## src/rtl/clw_pkg.sv

```systemverilog
// clw_pkg: shared types and constants for the lease watchdog.
// Request/response structs, request and status codes, period limits.
// No dependencies.
package clw_pkg;

    typedef enum logic [2:0] {
        REQ_CONFIGURE = 3'd0,
        REQ_HEARTBEAT = 3'd1,
        REQ_STOP      = 3'd2,
        REQ_CLEANUP   = 3'd3,
        REQ_HEALTH    = 3'd4,
        REQ_REDIRECT  = 3'd5
    } req_type_t;

    typedef enum logic [2:0] {
        ST_OK         = 3'd0,
        ST_INVALID    = 3'd1,
        ST_DENIED     = 3'd2,
        ST_BAD_HANDLE = 3'd3,
        ST_BUSY       = 3'd4
    } status_t;

    localparam int LIMIT_W = 30;    // 16-bit period times 10000 fits in 30 bits

    localparam logic [13:0]        TICKS_PER_MS = 14'd10000;
    localparam logic [15:0]        PERIOD_MIN   = 16'd2000;
    localparam logic [15:0]        PERIOD_MAX   = 16'd60000;
    localparam logic [LIMIT_W-1:0] LIMIT_MIN    = LIMIT_W'(2000 * 10000);
    localparam logic [LIMIT_W-1:0] LIMIT_MAX    = LIMIT_W'(60000 * 10000);
    localparam logic [7:0]         FAMILY_V4    = 8'd4;
    localparam logic [7:0]         FAMILY_V6    = 8'd6;

    typedef struct packed {
        req_type_t   req_type;
        logic [31:0] requestor_pid;
        logic [31:0] handle_id;
        logic [31:0] new_owner_pid;
        logic [15:0] new_port_v4;
        logic [15:0] new_port_v6;
        logic [15:0] new_period_ms;
        logic [63:0] now_ticks;
        logic [7:0]  addr_family;
        logic [63:0] flow_generation;
    } req_t;

    typedef struct packed {
        status_t     status;
        logic        healthy;
        logic        failed_open;
        logic        redirect_ok;
        logic [31:0] redirect_pid;
        logic [15:0] redirect_port;
        logic [63:0] current_generation;
    } rsp_t;

endpackage

```

## src/rtl/clw_in_stage.sv

```systemverilog
// clw_in_stage: input register for one request.
// Depends on clw_pkg (req_t).
module clw_in_stage (
    input  logic          aclk,
    input  logic          aresetn,
    input  logic          s_valid,
    output logic          s_ready,
    input  clw_pkg::req_t req_in,
    input  logic          advance,
    output logic          req_vld,
    output clw_pkg::req_t req_out
);
    import clw_pkg::*;

    logic vld_reg;
    logic vld_next;
    req_t req_reg;

    assign s_ready = !vld_reg || advance;

    always_comb begin
        vld_next = vld_reg;
        if (s_valid && s_ready) begin
            vld_next = 1'b1;
        end else if (advance) begin
            vld_next = 1'b0;
        end
    end

    always_ff @(posedge aclk) begin
        if (!aresetn) begin
            vld_reg <= 1'b0;
        end else begin
            vld_reg <= vld_next;
        end
    end

    always_ff @(posedge aclk) begin
        if (s_valid && s_ready) begin
            req_reg <= req_in;
        end
    end

    assign req_vld = vld_reg;
    assign req_out = req_reg;

endmodule

```

## src/rtl/clw_core.sv

```systemverilog
// clw_core: lease state registers and the combinational request evaluation.
// Depends on clw_pkg (req_t, rsp_t, codes, limits).
module clw_core (
    input  logic          aclk,
    input  logic          aresetn,
    input  logic          fire,
    input  clw_pkg::req_t req,
    output clw_pkg::rsp_t rsp
);
    import clw_pkg::*;

    logic               lease_active_reg,    lease_active_next;
    logic [63:0]        lease_generation_reg, lease_generation_next;
    logic [31:0]        owner_pid_reg,       owner_pid_next;
    logic [31:0]        owner_handle_reg,    owner_handle_next;
    logic [15:0]        port_v4_reg,         port_v4_next;
    logic [15:0]        port_v6_reg,         port_v6_next;
    logic [LIMIT_W-1:0] limit_reg,           limit_next;   // period_ms * 10000
    logic [63:0]        last_beat_reg,       last_beat_next;

    logic               cfg_bad;
    logic               owns;
    logic [LIMIT_W-1:0] limit_new;
    logic [63:0]        age;
    logic               fresh;
    logic [63:0]        gen_inc;
    logic [63:0]        gen_bump;
    logic               fam_ok;
    logic               gen_match;
    logic [15:0]        fam_port;
    logic               tear;

    assign cfg_bad = (req.new_owner_pid == '0) || (req.new_port_v4 == '0) ||
                     (req.new_port_v6 == '0) || (req.new_period_ms < PERIOD_MIN) ||
                     (req.new_period_ms > PERIOD_MAX);
    assign owns = lease_active_reg && (req.handle_id != '0) &&
                  (req.handle_id == owner_handle_reg) &&
                  (req.requestor_pid != '0) && (req.requestor_pid == owner_pid_reg);
    assign limit_new = LIMIT_W'(LIMIT_W'(req.new_period_ms) * LIMIT_W'(TICKS_PER_MS));
    assign age   = req.now_ticks - last_beat_reg;
    // clock behind the last beat counts as stale
    assign fresh = (owner_pid_reg != '0) && (limit_reg != '0) &&
                   (req.now_ticks >= last_beat_reg) &&
                   (age <= {{(64-LIMIT_W){1'b0}}, limit_reg});
    assign gen_inc   = lease_generation_reg + 64'd1;
    assign gen_bump  = (gen_inc == '0) ? 64'd1 : gen_inc;
    assign fam_ok    = (req.addr_family == FAMILY_V4) || (req.addr_family == FAMILY_V6);
    assign gen_match = (req.flow_generation != '0) &&
                       (req.flow_generation == lease_generation_reg);
    assign fam_port  = (req.addr_family == FAMILY_V4) ? port_v4_reg : port_v6_reg;

    always_comb begin
        lease_active_next     = lease_active_reg;
        lease_generation_next = lease_generation_reg;
        owner_pid_next        = owner_pid_reg;
        owner_handle_next     = owner_handle_reg;
        port_v4_next          = port_v4_reg;
        port_v6_next          = port_v6_reg;
        limit_next            = limit_reg;
        last_beat_next        = last_beat_reg;
        tear                  = 1'b0;
        rsp                   = '0;
        rsp.status            = ST_OK;

        case (req.req_type)
            REQ_CONFIGURE: begin
                if (cfg_bad) begin
                    rsp.status = ST_INVALID;
                end else if ((req.requestor_pid == '0) ||
                             (req.requestor_pid != req.new_owner_pid)) begin
                    rsp.status = ST_DENIED;
                end else if (req.handle_id == '0) begin
                    rsp.status = ST_BAD_HANDLE;
                end else if (lease_active_reg && (owner_handle_reg != req.handle_id)) begin
                    rsp.status = ST_BUSY;
                end else begin
                    if (!lease_active_reg) begin
                        lease_generation_next = gen_bump;
                    end
                    owner_pid_next    = req.new_owner_pid;
                    owner_handle_next = req.handle_id;
                    port_v4_next      = req.new_port_v4;
                    port_v6_next      = req.new_port_v6;
                    limit_next        = limit_new;
                    last_beat_next    = req.now_ticks;
                    lease_active_next = 1'b1;
                end
            end
            REQ_HEARTBEAT: begin
                if (owns) begin
                    last_beat_next = req.now_ticks;
                end else begin
                    rsp.status = ST_DENIED;
                end
            end
            REQ_STOP: begin
                if (lease_active_reg) begin
                    if (owns) begin
                        tear = 1'b1;
                    end else begin
                        rsp.status = ST_DENIED;
                    end
                end
            end
            REQ_CLEANUP: begin
                tear = (req.handle_id != '0) && lease_active_reg &&
                       (owner_handle_reg == req.handle_id);
            end
            REQ_HEALTH: begin
                if (lease_active_reg) begin
                    rsp.healthy = fresh;
                    tear        = !fresh;
                end
            end
            REQ_REDIRECT: begin
                if (fam_ok && lease_active_reg && gen_match) begin
                    rsp.redirect_pid  = owner_pid_reg;
                    rsp.redirect_port = fam_port;
                    rsp.redirect_ok   = (owner_pid_reg != '0) && (fam_port != '0);
                end
            end
            default: begin
                rsp.status = ST_INVALID;
            end
        endcase

        // fail-open: drop owner fields, keep generation
        if (tear) begin
            lease_active_next = 1'b0;
            owner_pid_next    = '0;
            owner_handle_next = '0;
            port_v4_next      = '0;
            port_v6_next      = '0;
            limit_next        = '0;
            last_beat_next    = '0;
        end

        rsp.failed_open        = tear;
        rsp.current_generation = lease_active_next ? lease_generation_next : '0;
    end

    always_ff @(posedge aclk) begin
        if (!aresetn) begin
            lease_active_reg     <= 1'b0;
            lease_generation_reg <= '0;
            owner_pid_reg        <= '0;
            owner_handle_reg     <= '0;
            port_v4_reg          <= '0;
            port_v6_reg          <= '0;
            limit_reg            <= '0;
            last_beat_reg        <= '0;
        end else if (fire) begin
            lease_active_reg     <= lease_active_next;
            lease_generation_reg <= lease_generation_next;
            owner_pid_reg        <= owner_pid_next;
            owner_handle_reg     <= owner_handle_next;
            port_v4_reg          <= port_v4_next;
            port_v6_reg          <= port_v6_next;
            limit_reg            <= limit_next;
            last_beat_reg        <= last_beat_next;
        end
    end

    a_idle_cleared: assert property (@(posedge aclk) disable iff (!aresetn)
        !lease_active_reg |-> (owner_handle_reg == '0 && owner_pid_reg == '0))
        else $error("idle lease holds owner fields");

    a_gen_nonzero: assert property (@(posedge aclk) disable iff (!aresetn)
        lease_active_reg |-> (lease_generation_reg != '0))
        else $error("active lease with zero generation");

    a_limit_range: assert property (@(posedge aclk) disable iff (!aresetn)
        lease_active_reg |-> (limit_reg >= LIMIT_MIN && limit_reg <= LIMIT_MAX))
        else $error("active lease with out-of-range period");

    a_tear_idles: assert property (@(posedge aclk) disable iff (!aresetn)
        (fire && tear) |=> !lease_active_reg)
        else $error("lease still active after fail-open");

endmodule

```

## src/rtl/clw_out_stage.sv

```systemverilog
// clw_out_stage: result register toward the m_ side.
// Depends on clw_pkg (rsp_t).
module clw_out_stage (
    input  logic          aclk,
    input  logic          aresetn,
    input  logic          req_vld,
    input  clw_pkg::rsp_t rsp_in,
    output logic          advance,
    output logic          fire,
    output logic          m_valid,
    input  logic          m_ready,
    output clw_pkg::rsp_t rsp_out
);
    import clw_pkg::*;

    logic vld_reg;
    logic vld_next;
    rsp_t rsp_reg;

    assign advance = !vld_reg || m_ready;
    assign fire    = req_vld && advance;

    always_comb begin
        vld_next = vld_reg;
        if (fire) begin
            vld_next = 1'b1;
        end else if (m_ready) begin
            vld_next = 1'b0;
        end
    end

    always_ff @(posedge aclk) begin
        if (!aresetn) begin
            vld_reg <= 1'b0;
        end else begin
            vld_reg <= vld_next;
        end
    end

    always_ff @(posedge aclk) begin
        if (fire) begin
            rsp_reg <= rsp_in;
        end
    end

    assign m_valid = vld_reg;
    assign rsp_out = rsp_reg;

endmodule

```

## src/rtl/controller_lease_watchdog.sv

```systemverilog
// controller_lease_watchdog: owner lease with heartbeat watchdog.
// A request waits in the input register and its result in the result register.
// Throughput: one request per cycle while m_ready is high. The lease state
// updates as a request leaves the input register, so the next one sees it.
// Reset (aresetn low, synchronous): lease idle, generation 0, owner cleared,
// both pipeline registers empty.
module controller_lease_watchdog (
    input  logic        aclk,
    input  logic        aresetn,
    // request channel
    input  logic        s_valid,
    output logic        s_ready,
    input  logic [2:0]  s_req_type,
    input  logic [31:0] s_requestor_pid,
    input  logic [31:0] s_handle_id,
    input  logic [31:0] s_new_owner_pid,
    input  logic [15:0] s_new_port_v4,
    input  logic [15:0] s_new_port_v6,
    input  logic [15:0] s_new_period_ms,
    input  logic [63:0] s_now_ticks,
    input  logic [7:0]  s_addr_family,
    input  logic [63:0] s_flow_generation,
    // result channel
    output logic        m_valid,
    input  logic        m_ready,
    output logic [2:0]  m_status,
    output logic        m_healthy,
    output logic        m_failed_open,
    output logic        m_redirect_ok,
    output logic [31:0] m_redirect_pid,
    output logic [15:0] m_redirect_port,
    output logic [63:0] m_current_generation
);
    import clw_pkg::*;

    req_t req_in;
    req_t req_q;
    logic req_vld;
    rsp_t rsp_d;
    rsp_t rsp_q;
    logic advance;   // result register can take a new result this cycle
    logic fire;      // request in the input register is evaluated and retired

    // pack the request ports; codes 6 and 7 pass through and get status invalid
    assign req_in.req_type        = req_type_t'(s_req_type);
    assign req_in.requestor_pid   = s_requestor_pid;
    assign req_in.handle_id       = s_handle_id;
    assign req_in.new_owner_pid   = s_new_owner_pid;
    assign req_in.new_port_v4     = s_new_port_v4;
    assign req_in.new_port_v6     = s_new_port_v6;
    assign req_in.new_period_ms   = s_new_period_ms;
    assign req_in.now_ticks       = s_now_ticks;
    assign req_in.addr_family     = s_addr_family;
    assign req_in.flow_generation = s_flow_generation;

    // stage 1: input register, refilled whenever its content moves on
    clw_in_stage u_in (
        .aclk    (aclk),
        .aresetn (aresetn),
        .s_valid (s_valid),
        .s_ready (s_ready),
        .req_in  (req_in),
        .advance (advance),
        .req_vld (req_vld),
        .req_out (req_q)
    );

    // lease state plus the compare/update logic for one request
    clw_core u_core (
        .aclk    (aclk),
        .aresetn (aresetn),
        .fire    (fire),
        .req     (req_q),
        .rsp     (rsp_d)
    );

    // stage 2: result register; a held result stalls only the input stage
    clw_out_stage u_out (
        .aclk    (aclk),
        .aresetn (aresetn),
        .req_vld (req_vld),
        .rsp_in  (rsp_d),
        .advance (advance),
        .fire    (fire),
        .m_valid (m_valid),
        .m_ready (m_ready),
        .rsp_out (rsp_q)
    );

    assign m_status             = rsp_q.status;
    assign m_healthy            = rsp_q.healthy;
    assign m_failed_open        = rsp_q.failed_open;
    assign m_redirect_ok        = rsp_q.redirect_ok;
    assign m_redirect_pid       = rsp_q.redirect_pid;
    assign m_redirect_port      = rsp_q.redirect_port;
    assign m_current_generation = rsp_q.current_generation;

endmodule

```

## config.mk

```make
export PLATFORM = sky130hd
export DESIGN_NAME = controller_lease_watchdog
export DESIGN_NICKNAME = d
export VERILOG_FILES = /design/src/rtl/clw_pkg.sv /design/src/rtl/clw_in_stage.sv /design/src/rtl/clw_core.sv /design/src/rtl/clw_out_stage.sv /design/src/rtl/controller_lease_watchdog.sv
export SDC_FILE = /design/constraint.sdc
export NUM_CORES = 1
export LEC_CHECK = 0
export BUFFER_PORTS_ARGS = -buffer_cell sky130_fd_sc_hd__buf_2
export CELL_PAD_IN_SITES_DETAIL_PLACEMENT = 1
export CELL_PAD_IN_SITES_GLOBAL_PLACEMENT = 1
export CORE_MARGIN = 1
export CORE_UTILIZATION = 47
export DETAILED_ROUTE_END_ITERATION = 8
export PLACE_DENSITY_LB_ADDON = 0.15
export SYNTH_ARGS = -nofsm -noshare
export SYNTH_HDL_FRONTEND = slang
export SYNTH_HIERARCHICAL = 1
export SYNTH_SLANG_ARGS = --single-unit
```

## constraint.sdc

```tcl
create_clock -name aclk -period 7.25 [get_ports aclk]
set_clock_uncertainty 0.05 [all_clocks]
set_input_delay 0 -clock aclk [delete_from_list [all_inputs] [get_ports aclk]]
set_output_delay 0 -clock aclk [all_outputs]
set_load 0.01 [all_outputs]
```

# After elaboration in Yosys (flattened, before gate mapping)
# Index checks and enable logic that the tools add are counted.
# word_totals
output_inout_bits,120
wordCells,170
in_bits,287
regBits,658
# classes
add_sub_neg,2
n_mux,66
n_lt_le_gt_ge,4
mul,1
eq_ne,22
n_reduce_logical,48
# op_table
op,count
two-way mux 64 bit,13
two-way mux 32 bit,12
two-way mux 16 bit,13
two-way mux 30 bit,6
one-hot mux 64 bit (2 select lines),1
== test 32 bit,3
logical NOT 32 bit,3
nonzero test 32 bit,3
"adder 64 x 1 -> 64 bit, second input constant",1
== test 64 bit,1
>= comparator 64 bit,1
less-or-equal comparator 64 x 30 -> 1 bit,1
logical NOT 64 bit,1
inequality test 32 bit,2
nonzero test 64 bit,1
subtractor 64 bit,1
logical NOT 16 bit,2
nonzero test 30 bit,1
"multiplier 16 x 10 -> 26 bit, second input constant",1
"== test 8 x 3 -> 1 bit, second input constant",2
"greater-than comparator 16 bit, second input constant",1
"less-than comparator 16 x 11 -> 1 bit, second input constant",1
nonzero test 16 bit,1
logical AND 1 bit,15
22 further kinds,56

# Logic depth before layout (Yosys ltp)
# depth
depth_word,10
mapped_depth,28
ltp_nobuf,24

# By module
# The synthesis kept the hierarchy.
# modules_own_cells
module,seq_area_each_um2,cells_per_inst,area_each_um2,n_inst
clw_core,5024.8,3521,25961.1,1
clw_in_stage,8518.2,288,8555.7,1
clw_out_stage,3563.4,123,3601.0,1

# Worst setup path before layout
# Ideal clock, no wire load.
# synth_timing
path_type,flip-flop to flip-flop
start,"reg u_in.req_reg, in the netlist u_in/req_out[82]"
end,"reg u_out.rsp_reg, in the netlist u_out/rsp_out[38] (data pin)"
period_less_slack_ns,5.623
setup_slack_ns,1.627
stages_incl_launch_ff,28
t_required_ns,7.043
setup_time_ns,0.157
arrival_ns,5.416
n_path_buf,4
path_cell_list,edfxtp_1 > ha_1 > clkbuf_1 > nand3_1 > nor3_1 > o31ai_1 > a311oi_2 > o21a_1 > nor2_1 > o21ai_0 > a21boi_0 > xnor2_1 > ha_1 > nand4_1 > or4_1 > nor4_1 > o2bb2ai_1 > a211oi_1 > a21oi_1 > o31ai_1 > or4_1 > nor4_1 > and4_1 > nor2_1 > buf_6 > buf_6 > buf_2 > nor3_1
# synth_via
elab_chain_cells,7
elab_cells_between_ends,9
cone_classes,add/sub: 1; order compare: 2; mux: 3; reduce/logical: 3
# synth_lines
element,line_no,rtl
"start, declared",clw_in_stage.sv:17,req_t req_reg;
"start signal, assigned",clw_in_stage.sv:40,req_reg <= req_in;
subtractor 64 bit / >= comparator 64 bit (equally long branches),"clw_core.sv:40, clw_core.sv:43",
less-or-equal comparator 64 x 30 -> 1 bit / logical AND 1 bit (equally long branches),"clw_core.sv:44, clw_core.sv:42",
logical AND 1 bit *,clw_core.sv:43,(req.now_ticks >= last_beat_reg) &&
logical NOT 1 bit *,clw_core.sv:112,tear = !fresh;
two-way mux 1 bit *,clw_core.sv:110,if (lease_active_reg) begin
one-hot mux 1 bit (3 select lines) *,clw_core.sv:65,case (req.req_type)
two-way mux 1 bit *,clw_core.sv:128,if (tear) begin
"end signal, assigned",clw_out_stage.sv:42,rsp_reg <= rsp_in;
"end, declared",clw_out_stage.sv:18,rsp_t rsp_reg;
# Mark *: on every way between the ends. The rest lies on a longest branch, timed or not.
# A chain may end at the register's enable or synchronous reset.

==> results.sh <==
export IMPL_report_final_hold_viol_count=0
export IMPL_grt_ovfl_total=0
export IMPL_p_int_mw=7.20
export IMPL_fp_row_count=104
export IMPL_synth_ff_latch_count=654
export IMPL_detailedPlace_worstSlack_ns=0.395
export IMPL_clkTransAtPathRegs_ns=0.07
export IMPL_die_width_um=287
export IMPL_setup_viol=0
export IMPL_postLayoutCoreUtil=0.592
export IMPL_crit_path_capture_type="register"
export IMPL_detailroute_via_count=36600
export IMPL_largest_net_degree_at_the_start_of_global_routing=146
export IMPL_cts_htree_levels=3
export IMPL_dp_hpwl_mm=96.1
export IMPL_seq_power_share=0.404
export IMPL_net_switching_power_of_the_design_mw=3.29
export IMPL_via_count_of_the_first_global_routing_pass=37600
export IMPL_r2r_slack_ns=0.32
export IMPL_synth_top_cell_area_share=0.316
export IMPL_drc=0
export IMPL_yosys_most_used_dff="edfxtp_1"
export IMPL_comb_power_share=0.205
export IMPL_yosys_warnings=6
export IMPL_via_per_inst=6.40
export IMPL_synth_area_leaders="edfxtp_1 (32%), dfxtp_1 (13%), ha_1 (5.8%)"
export IMPL_nFillCells=8831
export IMPL_synth_avg_cell_area_um2=9.69
export IMPL_final_min_clock_period_ns=6.93
export IMPL_power_leakage_nw=17.5
export IMPL_ys_seq_area_frac=0.449
export IMPL_yosysUniqueCellTypes=97
export IMPL_post_synth_top_count_cell="edfxtp_1"
export IMPL_cts_made_buffers=76
export IMPL_die_height_um=287
export IMPL_ys_async_sr_fraction=0
export IMPL_swShare=0.313
export IMPL_initial_utilization=0.474
export IMPL_grt_pass1_wl_mm=235
export IMPL_wire_per_inst_um=27.6
export IMPL_cts_sink_count=654
export IMPL_port_buffers=406
export IMPL_design_portCount=407
export IMPL_synth_cells=3932
export IMPL_max_freq_mhz=144
export IMPL_vdd_ir_drop_max_mv=0.273
export IMPL_clock_root_buffer="clkbuf_16"
export IMPL_syn2layout_area_growth_pct=24.8
export IMPL_share_clk_of_total_power=0.392
export IMPL_maxCapViolations=0
export IMPL_grt_usage=0.374
export IMPL_final_weighted_congestion_of_routability_driven_global_placement=0.964
export IMPL_power_per_cell_area_nw_per_um2=221
export IMPL_worst_ep_required_time_ns=7.74
export IMPL_layout_cells_non_filler=5729
export IMPL_drt_pre_antenna_iters=6
export IMPL_synth_net_count=4431
export IMPL_post_route_period_util=0.956
export IMPL_final_setup_tns_ns=0
export IMPL_clk_insertion_delay_late_ns=0.69
export IMPL_timing_critical_path_from_type="register"
export IMPL_postLayoutSetupSlackWorst_ns=0.318
export IMPL_synth_edff_count=401
export IMPL_dr_first_iter_drc_count=4104
export IMPL_cts_path_max_buffers=3
export IMPL_largest_reg_flops=283
export IMPL_core_area_um2=80400
export IMPL_path_max_fanout=73
export IMPL_cts_tree="built"
export IMPL_drtAntennaViolNets=0
export IMPL_layout_nets=5098
export IMPL_synth_largest_area_cell="edfxtp_1"
export IMPL_synthesis_area_um2=38100
export IMPL_placed_cells=5153
export IMPL_totalWireLength_mm=158
export IMPL_worst_setup_path_type="reg -> reg"
export IMPL_maxSlewHeadroom=0.0436
export IMPL_max_slew_worst_pin_slew_ns=1.43
export IMPL_grt_antenna_before_repair=14
export IMPL_die_area_um2=82200
export IMPL_holdCritPathClass="in -> reg"
export IMPL_netlist_top_cells_count="edfxtp_1 (401), nand2_1 (306), inv_1 (254)"
export IMPL_crit_arrival_ns=7.42
export IMPL_fraction_of_final_layout_cells_with_drive_strength_greater_than_1=0.136
export IMPL_outcome="finished clean"
export IMPL_drv_slew=0
==> critical path, cell delays in order (launching register included) <==
cell and delay, ns:
edfxtp_1 0.40, ha_1 0.35, nor2b_1 0.18, o31a_1 0.28, o31ai_1 0.39, a311oi_2 0.26, o21a_1 0.25, nor2_1 0.15
o21ai_0 0.17, a21boi_0 0.26, xnor2_1 0.11, ha_1 0.31, nand4_1 0.06, or4_1 0.47, nor4_1 0.18, o2bb2ai_1 0.15
a211oi_1 0.09, a21oi_1 0.15, o31ai_1 0.09, or4_1 0.50, nor4_1 0.34, and4_2 0.34, nor2_4 0.24, clkbuf_16 0.40
o41ai_1 0.48
==> repair_timing <==
item,4_1_cts,5_1_grt
hold endpoints to repair,356,0
hold buffers,425,0
endpoints found under the setup margin,0,21
setup buffers,0,2
gates resized for setup,0,7
==> final cells by class <==
cell class                      instances  area [um2]  share of cell area
Inverter                              256         968              0.0204
Tap cell                             1060        1330              0.0279
Sequential cell                       654       17100               0.360
Antenna cell                            7        17.5            0.000368
Clock buffer                          104        2110              0.0443
Timing Repair Buffer                  864        6590               0.139
Multi-Input combinational cell       2747       19000               0.399
Clock inverter                         37         463             0.00973
==> power by group through the flow <==
stage / Combinational [mW] / Clock, mW / Sequential [mW]
final: 2.15 / 4.11 / 4.23
after global routing: 2.29 / 4.25 / 4.24
after CTS: 2.04 / 4.01 / 4.22
after detailed placement: 1.85 / 0 / 4.30
after global placement: 1.81 / 0 / 4.30
after floorplan: 1.18 / 0 / 4.26
==> metrics by stage <==
stage | hold WS, ns | cell area, um2 | power [mW]
4_1_cts | 0.000234 | 47500 | 10.3
3_5_place_dp | 0.128 | 40700 | 6.15
2_1_floorplan | 0.0489 | 38100 | 5.44
5_1_grt | 0.00236 | 47600 | 10.8
6_report | 0.00568 | 47600 | 10.5
3_3_place_gp | 0.126 | 40700 | 6.11
==> logic make-up after synthesis <==
family / after synthesis / synth area share
and+or+nand+nor: 1333 / 0.180
AOI/OAI and AO/OA: 884 / 0.167
DFF: 654 / 0.449
buffers and inverters: 531 / 0.0550
xor gates and xnor gates: 309 / 0.0710
adders and majority gates: 212 / 0.0765
muxes: 9 / 0.00243
==> layout by cell type (no fill, tap or decap), drive strengths merged, types with 13 or more instances in the layout <==
| cell type | Yosys | layout |
|---|---|---|
| a21oi | 169 | 169 |
| o32a | 65 | 65 |
| nand2 | 306 | 306 |
| nor2b | 16 | 16 |
| a21o | 26 | 26 |
| or3 | 37 | 37 |
| and2 | 49 | 49 |
| inv | 255 | 260 |
| o21ai | 220 | 220 |
| nand4 | 101 | 101 |
| clkinv | 1 | 26 |
| nand2b | 15 | 15 |
| o41ai | 28 | 28 |
| fa | 35 | 35 |
| xor2 | 138 | 138 |
| nor2 | 216 | 216 |
| ha | 177 | 177 |
| xnor2 | 171 | 171 |
| o22ai | 13 | 13 |
| o2111ai | 68 | 68 |
| or2 | 15 | 15 |
| nor4 | 131 | 131 |
| and3 | 24 | 24 |
| dlygate4sd3 | 0 | 425 |
| clkbuf | 214 | 105 |
| a21boi | 24 | 24 |
| a32oi | 118 | 118 |
| dfxtp | 253 | 253 |
| o21a | 18 | 18 |
| a211oi | 21 | 21 |
| and4 | 20 | 20 |
| edfxtp | 401 | 401 |
| buf | 61 | 438 |
| a31oi | 19 | 19 |
| nand3 | 233 | 233 |
| nor3 | 119 | 119 |
| o211ai | 14 | 14 |
==> final timing paths <==
| check | from | end | depth (start not counted) |
|---|---|---|---|
| hold / removal | s_new_port_v4[9] | u_in/req_out[177]$_DFFE_PP_ | 2 |
| setup reg to reg | u_in/req_out[73]$_DFFE_PP_ | u_core/limit_reg[8]$_SDFFE_PN0P_ | 24 |
| setup / recovery | u_in/req_out[73]$_DFFE_PP_ | u_core/limit_reg[8]$_SDFFE_PN0P_ | 24 |
| hold reg to reg | u_core/last_beat_reg[61]$_SDFFE_PN0P_ | u_core/last_beat_reg[61]$_SDFFE_PN0P_ | 2 |
==> metal layers <==
layer / global-route usage / wire length, um / vias to the layer above
met5: 0 / 70 / -
li1: - / - / 16000
met4: 0.192 / 8990 / 12
met3: 0.0771 / 12500 / 556
met1: 0.461 / 61800 / 18100
met2: 0.618 / 74800 / 1969
Power figures use the tool's default switching activity.
